### src/rtl/sseq_pkg.sv
// Shared types, constants and codes for the slot sequencer.
package sseq_pkg;

  localparam int unsigned MAX_CHANNELS     = 512;
  localparam int unsigned PACKET_MAX_BYTES = 1024;
  localparam int unsigned CH_AW            = $clog2(MAX_CHANNELS);
  localparam int unsigned PKT_W            = $clog2(PACKET_MAX_BYTES) + 1;

  localparam logic [PKT_W-1:0] PKT_START_CODE_POS = PKT_W'(125);
  localparam logic [PKT_W-1:0] PKT_FIRST_CHAN_POS = PKT_W'(126);
  localparam logic [PKT_W-1:0] PKT_LIMIT          = PKT_W'(PACKET_MAX_BYTES);
  localparam logic [9:0]       CMD_MAX_VALUE      = 10'd255;
  localparam logic [9:0]       CMD_PAUSE_VALUE    = 10'd2;

  // Request actions
  localparam logic [1:0] ACT_COMMAND = 2'd0;
  localparam logic [1:0] ACT_PACKET  = 2'd1;
  localparam logic [1:0] ACT_SLOT    = 2'd2;

  // Slot kinds
  localparam logic [2:0] KIND_IDLE       = 3'd0;
  localparam logic [2:0] KIND_REAL_BREAK = 3'd1;
  localparam logic [2:0] KIND_SIM_BREAK  = 3'd2;
  localparam logic [2:0] KIND_START      = 3'd3;
  localparam logic [2:0] KIND_CHANNEL    = 3'd4;

  // Register indexes on the APB port
  localparam logic [2:0] REG_SLOT_COUNT  = 3'd0;
  localparam logic [2:0] REG_MAB_US      = 3'd1;
  localparam logic [2:0] REG_SLOT_GAP_US = 3'd2;
  localparam logic [2:0] REG_FRAME_GAP   = 3'd3;
  localparam logic [2:0] REG_REAL_BREAK  = 3'd4;

  typedef struct packed {
    logic [1:0] action;
    logic [9:0] channel_number;
    logic [9:0] command_value;
    logic [7:0] packet_byte;
    logic       packet_last;
  } sseq_req_t;

  typedef struct packed {
    logic [2:0]  slot_kind;
    logic [7:0]  slot_byte;
    logic [15:0] gap_us;
    logic        frame_last;
  } sseq_result_t;

endpackage

### src/rtl/sseq_ram.sv
// Generic single-port-write, single-port-read RAM with registered read data.
module sseq_ram #(
  parameter int unsigned WIDTH = 8,
  parameter int unsigned DEPTH = 512
) (
  input  logic                     clk_i,
  input  logic                     we_i,
  input  logic [$clog2(DEPTH)-1:0] waddr_i,
  input  logic [WIDTH-1:0]         wdata_i,
  input  logic [$clog2(DEPTH)-1:0] raddr_i,
  output logic [WIDTH-1:0]         rdata_o
);

  logic [WIDTH-1:0] mem_q [DEPTH];
  logic [WIDTH-1:0] rdata_q;

  always_ff @(posedge clk_i) begin
    if (we_i) begin
      mem_q[waddr_i] <= wdata_i;
    end
  end

  always_ff @(posedge clk_i) begin
    rdata_q <= mem_q[raddr_i];
  end

  assign rdata_o = rdata_q;

endmodule

### src/rtl/dmx512_slot_sequencer_core.sv
// Top level of the slot sequencer: channel store, packet intake, frame sequencing.
//
//   port group          | direction | handshake
//   --------------------+-----------+-------------------------------------------
//   req_i               | in        | taken when start is high and busy is low
//   result_o            | out       | valid for one cycle while result_valid_o
//   psel..pready/prdata | both      | APB register port, zero wait states
//
// A request is taken when start is high and busy is low; a new one can follow
// in the next cycle. A slot request answers in the cycle after acceptance; channel
// bytes come from the registered read port of the channel store RAM. After reset busy
// stays high while all 512 store entries are swept to zero; register access works
// throughout. The receiver cannot stall results, so no result is held back.
module dmx512_slot_sequencer_core (
  input  logic                  clk_i,
  input  logic                  rst_ni,
  input  logic                  start,
  output logic                  busy,
  input  sseq_pkg::sseq_req_t   req_i,
  output logic                  result_valid_o,
  output sseq_pkg::sseq_result_t result_o,
  input  logic                  psel,
  input  logic                  penable,
  input  logic                  pwrite,
  input  logic [4:0]            paddr,
  input  logic [31:0]           pwdata,
  output logic [31:0]           prdata,
  output logic                  pready
);
  import sseq_pkg::*;

  // Configuration registers
  logic [9:0]  slot_count_q;
  logic [15:0] mab_us_q;
  logic [15:0] slot_gap_us_q;
  logic [15:0] frame_gap_us_q;
  logic        real_break_q;

  // Sequencer state
  logic [7:0]       start_code_q, start_code_d;
  logic             paused_q, paused_d;
  logic [PKT_W-1:0] pkt_pos_q, pkt_pos_d;
  logic [9:0]       slot_pos_q, slot_pos_d;

  // Store clearing sweep after reset
  logic             clr_active_q;
  logic [CH_AW-1:0] clr_idx_q;

  // Result stage
  logic        res_valid_q;
  logic [2:0]  res_kind_q;
  logic [7:0]  res_byte_q;
  logic [15:0] res_gap_q;
  logic        res_last_q;
  logic        res_use_ram_q;

  // RAM ports
  logic             ram_we;
  logic [CH_AW-1:0] ram_waddr;
  logic [7:0]       ram_wdata;
  logic [CH_AW-1:0] ram_raddr;
  logic [7:0]       ram_rdata;

  logic       accept;
  logic       cfg_write;
  logic [2:0] cfg_idx;
  logic [9:0] count;

  // Combinational results of one request
  logic             upd_we;
  logic [CH_AW-1:0] upd_waddr;
  logic [7:0]       upd_wdata;
  logic             slot_hit;
  logic [2:0]       kind_d;
  logic [7:0]       byte_d;
  logic [15:0]      gap_d;
  logic             last_d;
  logic             use_ram_d;
  logic [10:0]      pos_eff;
  logic [10:0]      pkt_chan;

  assign busy      = clr_active_q;
  assign accept    = start && !busy;
  assign pready    = 1'b1;
  assign cfg_write = psel && penable && pwrite;
  assign cfg_idx   = paddr[4:2];

  // Saturate the slot count at the store depth
  assign count = (slot_count_q > 10'(MAX_CHANNELS)) ? 10'(MAX_CHANNELS) : slot_count_q;

  // Register file
  always_ff @(posedge clk_i or negedge rst_ni) begin
    if (!rst_ni) begin
      slot_count_q   <= 10'd20;
      mab_us_q       <= 16'd12;
      slot_gap_us_q  <= 16'd0;
      frame_gap_us_q <= 16'd0;
      real_break_q   <= 1'b0;
    end else if (cfg_write) begin
      case (cfg_idx)
        REG_SLOT_COUNT:  slot_count_q   <= pwdata[9:0];
        REG_MAB_US:      mab_us_q       <= pwdata[15:0];
        REG_SLOT_GAP_US: slot_gap_us_q  <= pwdata[15:0];
        REG_FRAME_GAP:   frame_gap_us_q <= pwdata[15:0];
        REG_REAL_BREAK:  real_break_q   <= pwdata[0];
        default: ;
      endcase
    end
  end

  always_comb begin
    prdata = '0;
    case (cfg_idx)
      REG_SLOT_COUNT:  prdata = {22'd0, slot_count_q};
      REG_MAB_US:      prdata = {16'd0, mab_us_q};
      REG_SLOT_GAP_US: prdata = {16'd0, slot_gap_us_q};
      REG_FRAME_GAP:   prdata = {16'd0, frame_gap_us_q};
      REG_REAL_BREAK:  prdata = {31'd0, real_break_q};
      default:         prdata = '0;
    endcase
  end

  // Decode one request: store writes, state update, slot selection
  always_comb begin
    start_code_d = start_code_q;
    paused_d     = paused_q;
    pkt_pos_d    = pkt_pos_q;
    slot_pos_d   = slot_pos_q;
    upd_we       = 1'b0;
    upd_waddr    = '0;
    upd_wdata    = '0;
    slot_hit     = 1'b0;
    kind_d       = KIND_IDLE;
    byte_d       = '0;
    gap_d        = '0;
    last_d       = 1'b0;
    use_ram_d    = 1'b0;
    pkt_chan     = 11'(pkt_pos_q - PKT_FIRST_CHAN_POS);

    // Wrap the frame when the count was lowered under the current slot
    pos_eff = (11'(slot_pos_q) >= 11'(count) + 11'd2) ? 11'd0 : 11'(slot_pos_q);

    if (accept) begin
      case (req_i.action)
        ACT_COMMAND: begin
          // Any command clears pause; channel 0 value 2 sets it again
          paused_d = (req_i.channel_number == 10'd0) &&
                     (req_i.command_value == CMD_PAUSE_VALUE);
          if (req_i.channel_number != 10'd0 && req_i.channel_number <= count &&
              req_i.command_value <= CMD_MAX_VALUE) begin
            upd_we    = 1'b1;
            upd_waddr = CH_AW'(req_i.channel_number - 10'd1);
            upd_wdata = req_i.command_value[7:0];
          end
        end
        ACT_PACKET: begin
          if (pkt_pos_q < PKT_LIMIT) begin
            if (pkt_pos_q == PKT_START_CODE_POS) begin
              start_code_d = req_i.packet_byte;
            end else if (pkt_pos_q >= PKT_FIRST_CHAN_POS && pkt_chan < 11'(count)) begin
              upd_we    = 1'b1;
              upd_waddr = pkt_chan[CH_AW-1:0];
              upd_wdata = req_i.packet_byte;
            end
            pkt_pos_d = pkt_pos_q + PKT_W'(1);
          end
          if (req_i.packet_last) begin
            pkt_pos_d = '0;
          end
        end
        ACT_SLOT: begin
          slot_hit = 1'b1;
          if (pos_eff == 11'd0) begin
            slot_pos_d = '0;
            if (!paused_q) begin
              kind_d     = real_break_q ? KIND_REAL_BREAK : KIND_SIM_BREAK;
              gap_d      = frame_gap_us_q;
              slot_pos_d = 10'd1;
            end
          end else if (pos_eff == 11'd1) begin
            kind_d = KIND_START;
            byte_d = start_code_q;
            gap_d  = mab_us_q;
            if (count == 10'd0) begin
              last_d     = 1'b1;
              slot_pos_d = '0;
            end else begin
              slot_pos_d = 10'd2;
            end
          end else begin
            kind_d    = KIND_CHANNEL;
            gap_d     = slot_gap_us_q;
            use_ram_d = 1'b1;
            // Last channel when slot index plus one reaches the count
            if (pos_eff - 11'd1 >= 11'(count)) begin
              last_d     = 1'b1;
              slot_pos_d = '0;
            end else begin
              slot_pos_d = 10'(pos_eff + 11'd1);
            end
          end
        end
        default: ;
      endcase
    end
  end

  // Sweep zeros into the store after reset, then hand the port to requests
  assign ram_we    = clr_active_q || upd_we;
  assign ram_waddr = clr_active_q ? clr_idx_q : upd_waddr;
  assign ram_wdata = clr_active_q ? 8'd0 : upd_wdata;
  assign ram_raddr = CH_AW'(pos_eff - 11'd2);

  sseq_ram #(
    .WIDTH (8),
    .DEPTH (MAX_CHANNELS)
  ) u_store (
    .clk_i   (clk_i),
    .we_i    (ram_we),
    .waddr_i (ram_waddr),
    .wdata_i (ram_wdata),
    .raddr_i (ram_raddr),
    .rdata_o (ram_rdata)
  );

  always_ff @(posedge clk_i or negedge rst_ni) begin
    if (!rst_ni) begin
      clr_active_q <= 1'b1;
      clr_idx_q    <= '0;
      start_code_q <= '0;
      paused_q     <= 1'b0;
      pkt_pos_q    <= '0;
      slot_pos_q   <= '0;
      res_valid_q  <= 1'b0;
    end else begin
      if (clr_active_q) begin
        clr_idx_q <= clr_idx_q + CH_AW'(1);
        if (clr_idx_q == CH_AW'(MAX_CHANNELS - 1)) begin
          clr_active_q <= 1'b0;
        end
      end
      start_code_q <= start_code_d;
      paused_q     <= paused_d;
      pkt_pos_q    <= pkt_pos_d;
      slot_pos_q   <= slot_pos_d;
      res_valid_q  <= slot_hit;
    end
  end

  // Result payload: hold the decoded slot alongside the RAM read
  always_ff @(posedge clk_i) begin
    if (slot_hit) begin
      res_kind_q    <= kind_d;
      res_byte_q    <= byte_d;
      res_gap_q     <= gap_d;
      res_last_q    <= last_d;
      res_use_ram_q <= use_ram_d;
    end
  end

  assign result_valid_o       = res_valid_q;
  assign result_o.slot_kind   = res_kind_q;
  assign result_o.slot_byte   = res_use_ram_q ? ram_rdata : res_byte_q;
  assign result_o.gap_us      = res_gap_q;
  assign result_o.frame_last  = res_last_q;

  // A slot request answers in the next cycle
  a_slot_answers : assert property (@(posedge clk_i) disable iff (!rst_ni)
    (start && !busy && req_i.action == ACT_SLOT) |=> result_valid_o)
    else $error("slot request without result");

  // No result appears during the store sweep
  a_no_result_while_clearing : assert property (@(posedge clk_i) disable iff (!rst_ni)
    (busy && $past(busy)) |-> !result_valid_o)
    else $error("result during store clearing");

  // Slot position never runs past the last channel slot
  a_slot_pos_bound : assert property (@(posedge clk_i) disable iff (!rst_ni)
    slot_pos_q <= 10'(MAX_CHANNELS + 1))
    else $error("slot position out of range");

  // Idle slots carry no byte, no gap and no frame end
  a_idle_clean : assert property (@(posedge clk_i) disable iff (!rst_ni)
    (result_valid_o && result_o.slot_kind == KIND_IDLE) |->
      (result_o.slot_byte == 8'd0 && result_o.gap_us == 16'd0 && !result_o.frame_last))
    else $error("idle slot with payload");

endmodule

### config.mk
export PLATFORM = sky130hd
export DESIGN_NAME = dmx512_slot_sequencer_core
export DESIGN_NICKNAME = d
export VERILOG_FILES = /design/src/rtl/sseq_pkg.sv /design/src/rtl/sseq_ram.sv /design/src/rtl/dmx512_slot_sequencer_core.sv
export SDC_FILE = /design/constraint.sdc
export NUM_CORES = 2
export LEC_CHECK = 0
export BUFFER_PORTS_ARGS = -buffer_cell sky130_fd_sc_hd__clkbuf_2
export CAP_MARGIN = 20
export CORE_ASPECT_RATIO = 0.9
export CORE_MARGIN = 2
export CORE_UTILIZATION = 35
export DETAILED_ROUTE_END_ITERATION = 6
export PLACE_DENSITY_LB_ADDON = 0.3
export SLEW_MARGIN = 20
export SYNTH_ARGS = -nofsm -noshare
export SYNTH_HDL_FRONTEND = slang
export SYNTH_SLANG_ARGS = --single-unit
### constraint.sdc
create_clock -name clk_i -period 31.7 [get_ports clk_i]
set_input_delay 6.34 -clock clk_i [delete_from_list [all_inputs] [get_ports clk_i]]
set_output_delay 6.34 -clock clk_i [all_outputs]
set_load 0.01 [all_outputs]
==> impl_metrics.toml <==
[outcome]
run_status = "complete, but fails checks"
violations = "design-rule violations"

[clocking]
clockRootBuffer = "clkbuf_16"
path_clk_slew_ns = 0.06
clock_path_buffers = 4
post-cts-setup-buffer-count = 0
htree_levels = 5
cts_tree = "built"
cts_sinks = 4232
clk_latency_ns = 1.04
cts_inserted_buffers = 416
post_cts_resize_count = 0
cts_hold_buffers = 0

[die]
std_cell_rows = 242
core_mm2 = 0.482
io_pins = 137
initial_core_util_pct = 35.1
fp.dieH_um = 664
die-area_mm2 = 0.490
die_w_um = 737

[logic_synthesis]
synth-main-ff-cell = "edfxtp_1"
async_reset_ff_share_pct = 2.36
ys_top_cells_by_area = "edfxtp_1 73%, mux4_2 6.8%, mux2_2 2.6%"
syn_area_per_cell_um2 = 17.0
yosysTopAreaCell = "edfxtp_1"
synth_top_area_share_pct = 73.1
ys_types = 101
ys_top_cells_by_count = "4124 x edfxtp_1, 843 x nor2_1, 540 x nand2_1, 509 x mux4_2, 387 x mux2_2"
synthCells = 9988
synth_edf_count = 4124
ys_ff_latch = 4232
yosysSeqAreaShare_pct = 74.7
synth_most_common_cell = "edfxtp_1"
ys_warn_count = 0
synthesis.area_mm2 = 0.169

[power]
power_density_mw_per_mm2 = 99.5
combPwrFrac_pct = 42.3
leakage_nw = 68.9
pwr-share-clk_pct = 25.7
switching_share_pct = 43.2
p_seq_share_pct = 32.0
p_switching_mw = 8.29
peakVddDrop_mv = 0.151
p_int_mw = 10.9

[sta]
timing.hold.ws_ns = 0.507
fmax_mhz = 70.5
hold_viol = 0
tightest_slew_ns = 1.30
slew_viol_final = 0
setup_viol = 0
period_share_pct = 44.7
rsz0062_at_grt = "false"
fin_setup_tns_ns = 0
maxSlewHeadroom_pct = 13.6
skew_ns = 0.0807
finalCriticalPeriod_ns = 14.18

[critical_path]
path_common_cell = "clkbuf_2"
critPathKind = "input pin to output pin"
startpoint_type = "input pin"
critical_path.max_fanout = 25
cp.required_ns = 25.36
reg2reg_depth = 26
rr_endpoint = "u_store.rdata_o[6]"
slowest_stage = "mux4_2"
crit_chain = "clkbuf_2, mux4_2, nor2b_1, clkbuf_2"
crit_arrival_ns = 7.84
cpPeakStageDelay_ns = 0.62
r2r_start = "slot_count_q[9]"
critPathCaptureType = "output pin"
r2r_slack_ns = 20.23

[grt]
grt_pass1_vias = 99291
overflow = 0
grt_start_max_net_pins = 200
grt_pass1_wl_um = 816000
grtUsageTotal_pct = 23.7
antenna_found_initial = 62

[finish]
layout-drive-gt1-share_pct = 21.0
fin_area_mm2 = 0.193
fin_cells = 17108
fin_util_pct = 40.0
area_growth_pct = 13.9
final_nets = 10378

[drt]
antenna_left = 0
dr.pass1.iters = 7
wl_per_cell_um = 35.0
drt-vias-per-instance = 6.09
drt_iter0_drc = 17124
totalWireLength_um = 599000
num_vias = 104123
drc = 2

[placement]
dpl_cell_area_mm2 = 0.179
portBuffers = 101
place_inst = 16295
routabilityCongestion = 0.901
dpl.hpwl_um = 365000

[job]
drv_cap = 0

[hold_path]
worst_hold_path_type = "register to register"
whs_path_depth = 1
min_to = "start_code_q[4]"
hold_start = "start_code_q[4]"
-- routing by layer --
metal  global-route usage [%]  up-vias  part of all wire (%)
li1                         -    40709                     -
met1                     32.5    54375                    38
met2                     34.7     7696                    43
met3                     7.44     1307                    14
met4                     10.2       36                   4.8
met5                        0        -                 0.042
-- cells in the final DEF, fill, tap and decap left out, types with 24 or more instances in the layout --
| master | n |
|---|---|
| nor3_1 | 280 |
| mux2_2 | 387 |
| and3_1 | 24 |
| o221ai_1 | 152 |
| a21oi_1 | 294 |
| o22ai_1 | 264 |
| diode_2 | 60 |
| bufinv_16 | 37 |
| mux2i_1 | 215 |
| a21o_1 | 25 |
| and2_1 | 24 |
| nand3_1 | 161 |
| nor4_1 | 38 |
| nor2_1 | 817 |
| clkbuf_16 | 424 |
| dfrtp_1 | 92 |
| nand4_1 | 50 |
| o311ai_0 | 26 |
| edfxtp_1 | 4124 |
| nand2_1 | 520 |
| buf_4 | 392 |
| clkbuf_1 | 79 |
| a22oi_1 | 57 |
| a31oi_1 | 71 |
| o211ai_1 | 108 |
| or3_1 | 25 |
| inv_1 | 35 |
| clkinv_2 | 88 |
| a211oi_1 | 64 |
| nor2b_1 | 28 |
| o31ai_1 | 31 |
| nor3_2 | 69 |
| clkinv_1 | 82 |
| a221oi_1 | 28 |
| clkbuf_2 | 100 |
| mux4_2 | 509 |
| ha_1 | 52 |
| o21ai_0 | 296 |
-- registers in the layout, indices dropped and copies added, names as in the netlist --
signal / flops
busy: 1
clr_idx_q: 9
frame_gap_us_q: 16
mab_us_q: 16
paused_q: 1
pkt_pos_q: 11
real_break_q: 1
res_byte_q: 8
res_gap_q: 16
res_kind_q: 2
res_last_q: 1
res_use_ram_q: 1
result_valid_o: 1
slot_count_q: 10
slot_gap_us_q: 16
slot_pos_q: 10
start_code_q: 8
u_store.mem_q: 4096
u_store.rdata_o: 8
-- final cells by class --
class                      count  area [µm²]
clock buffer                 503       10900
sequential                  4232      127000
timing repair buffer         522        3950
tap                         6466        8090
fill                       43170      289000
clock inverter               246        2380
inverter                      41         190
antenna                       60         150
multi-input combinational   5038       40700
-- power by group through the flow --
stage / clock network, mW / registers [mW] / logic (mW)
2_1_floorplan: 0 / 6.22 / 3.84
3_3_place_gp: 0 / 6.25 / 7.74
3_5_place_dp: 0 / 6.25 / 7.78
4_1_cts: 4.96 / 6.14 / 7.81
5_1_grt: 5.18 / 6.14 / 8.13
6_report: 4.93 / 6.14 / 8.12
-- stage by stage --
| step | setup slack, ns | power, mW |
|---|---|---|
| after floorplan | 9.51 | 10.1 |
| after global placement | 17.50 | 14.0 |
| after detailed placement | 17.51 | 14.0 |
| after CTS | 17.50 | 18.9 |
| after global routing | 17.42 | 19.5 |
| final | 17.52 | 19.2 |
-- kinds of logic after synthesis --
group	count (synthesis)	share of synthesized area (%)
other cells	2	0.00443
compound gates	1645	6.53
flops	4232	74.7
fa+ha+maj	53	0.391
mux	1111	10.6
buf+inv	733	1.93
simple gates	2172	5.66
xor+xnor	40	0.207
-- worst max-delay path, delay by kind of cell --
| family | cells | cell delay [ns] |
|---|---|---|
| AND/OR/NAND/NOR | 1 | 0.15 |
| multiplexers | 1 | 0.62 |
| buffers and inverters | 2 | 0.73 |
-- how the worst max path moves through the flow --
stage	start	end	slack, ns	depth (start not counted)
after floorplan	req_i[22]	u_store.mem_q[0][0]	9.51	9
after global placement	paddr[2]	prdata[8]	17.50	4
after detailed placement	paddr[2]	prdata[3]	17.51	4
after CTS	paddr[2]	prdata[3]	17.50	4
after global routing	paddr[2]	prdata[6]	17.42	4
final	paddr[2]	prdata[6]	17.52	4
(Power assumes the default switching activity.)
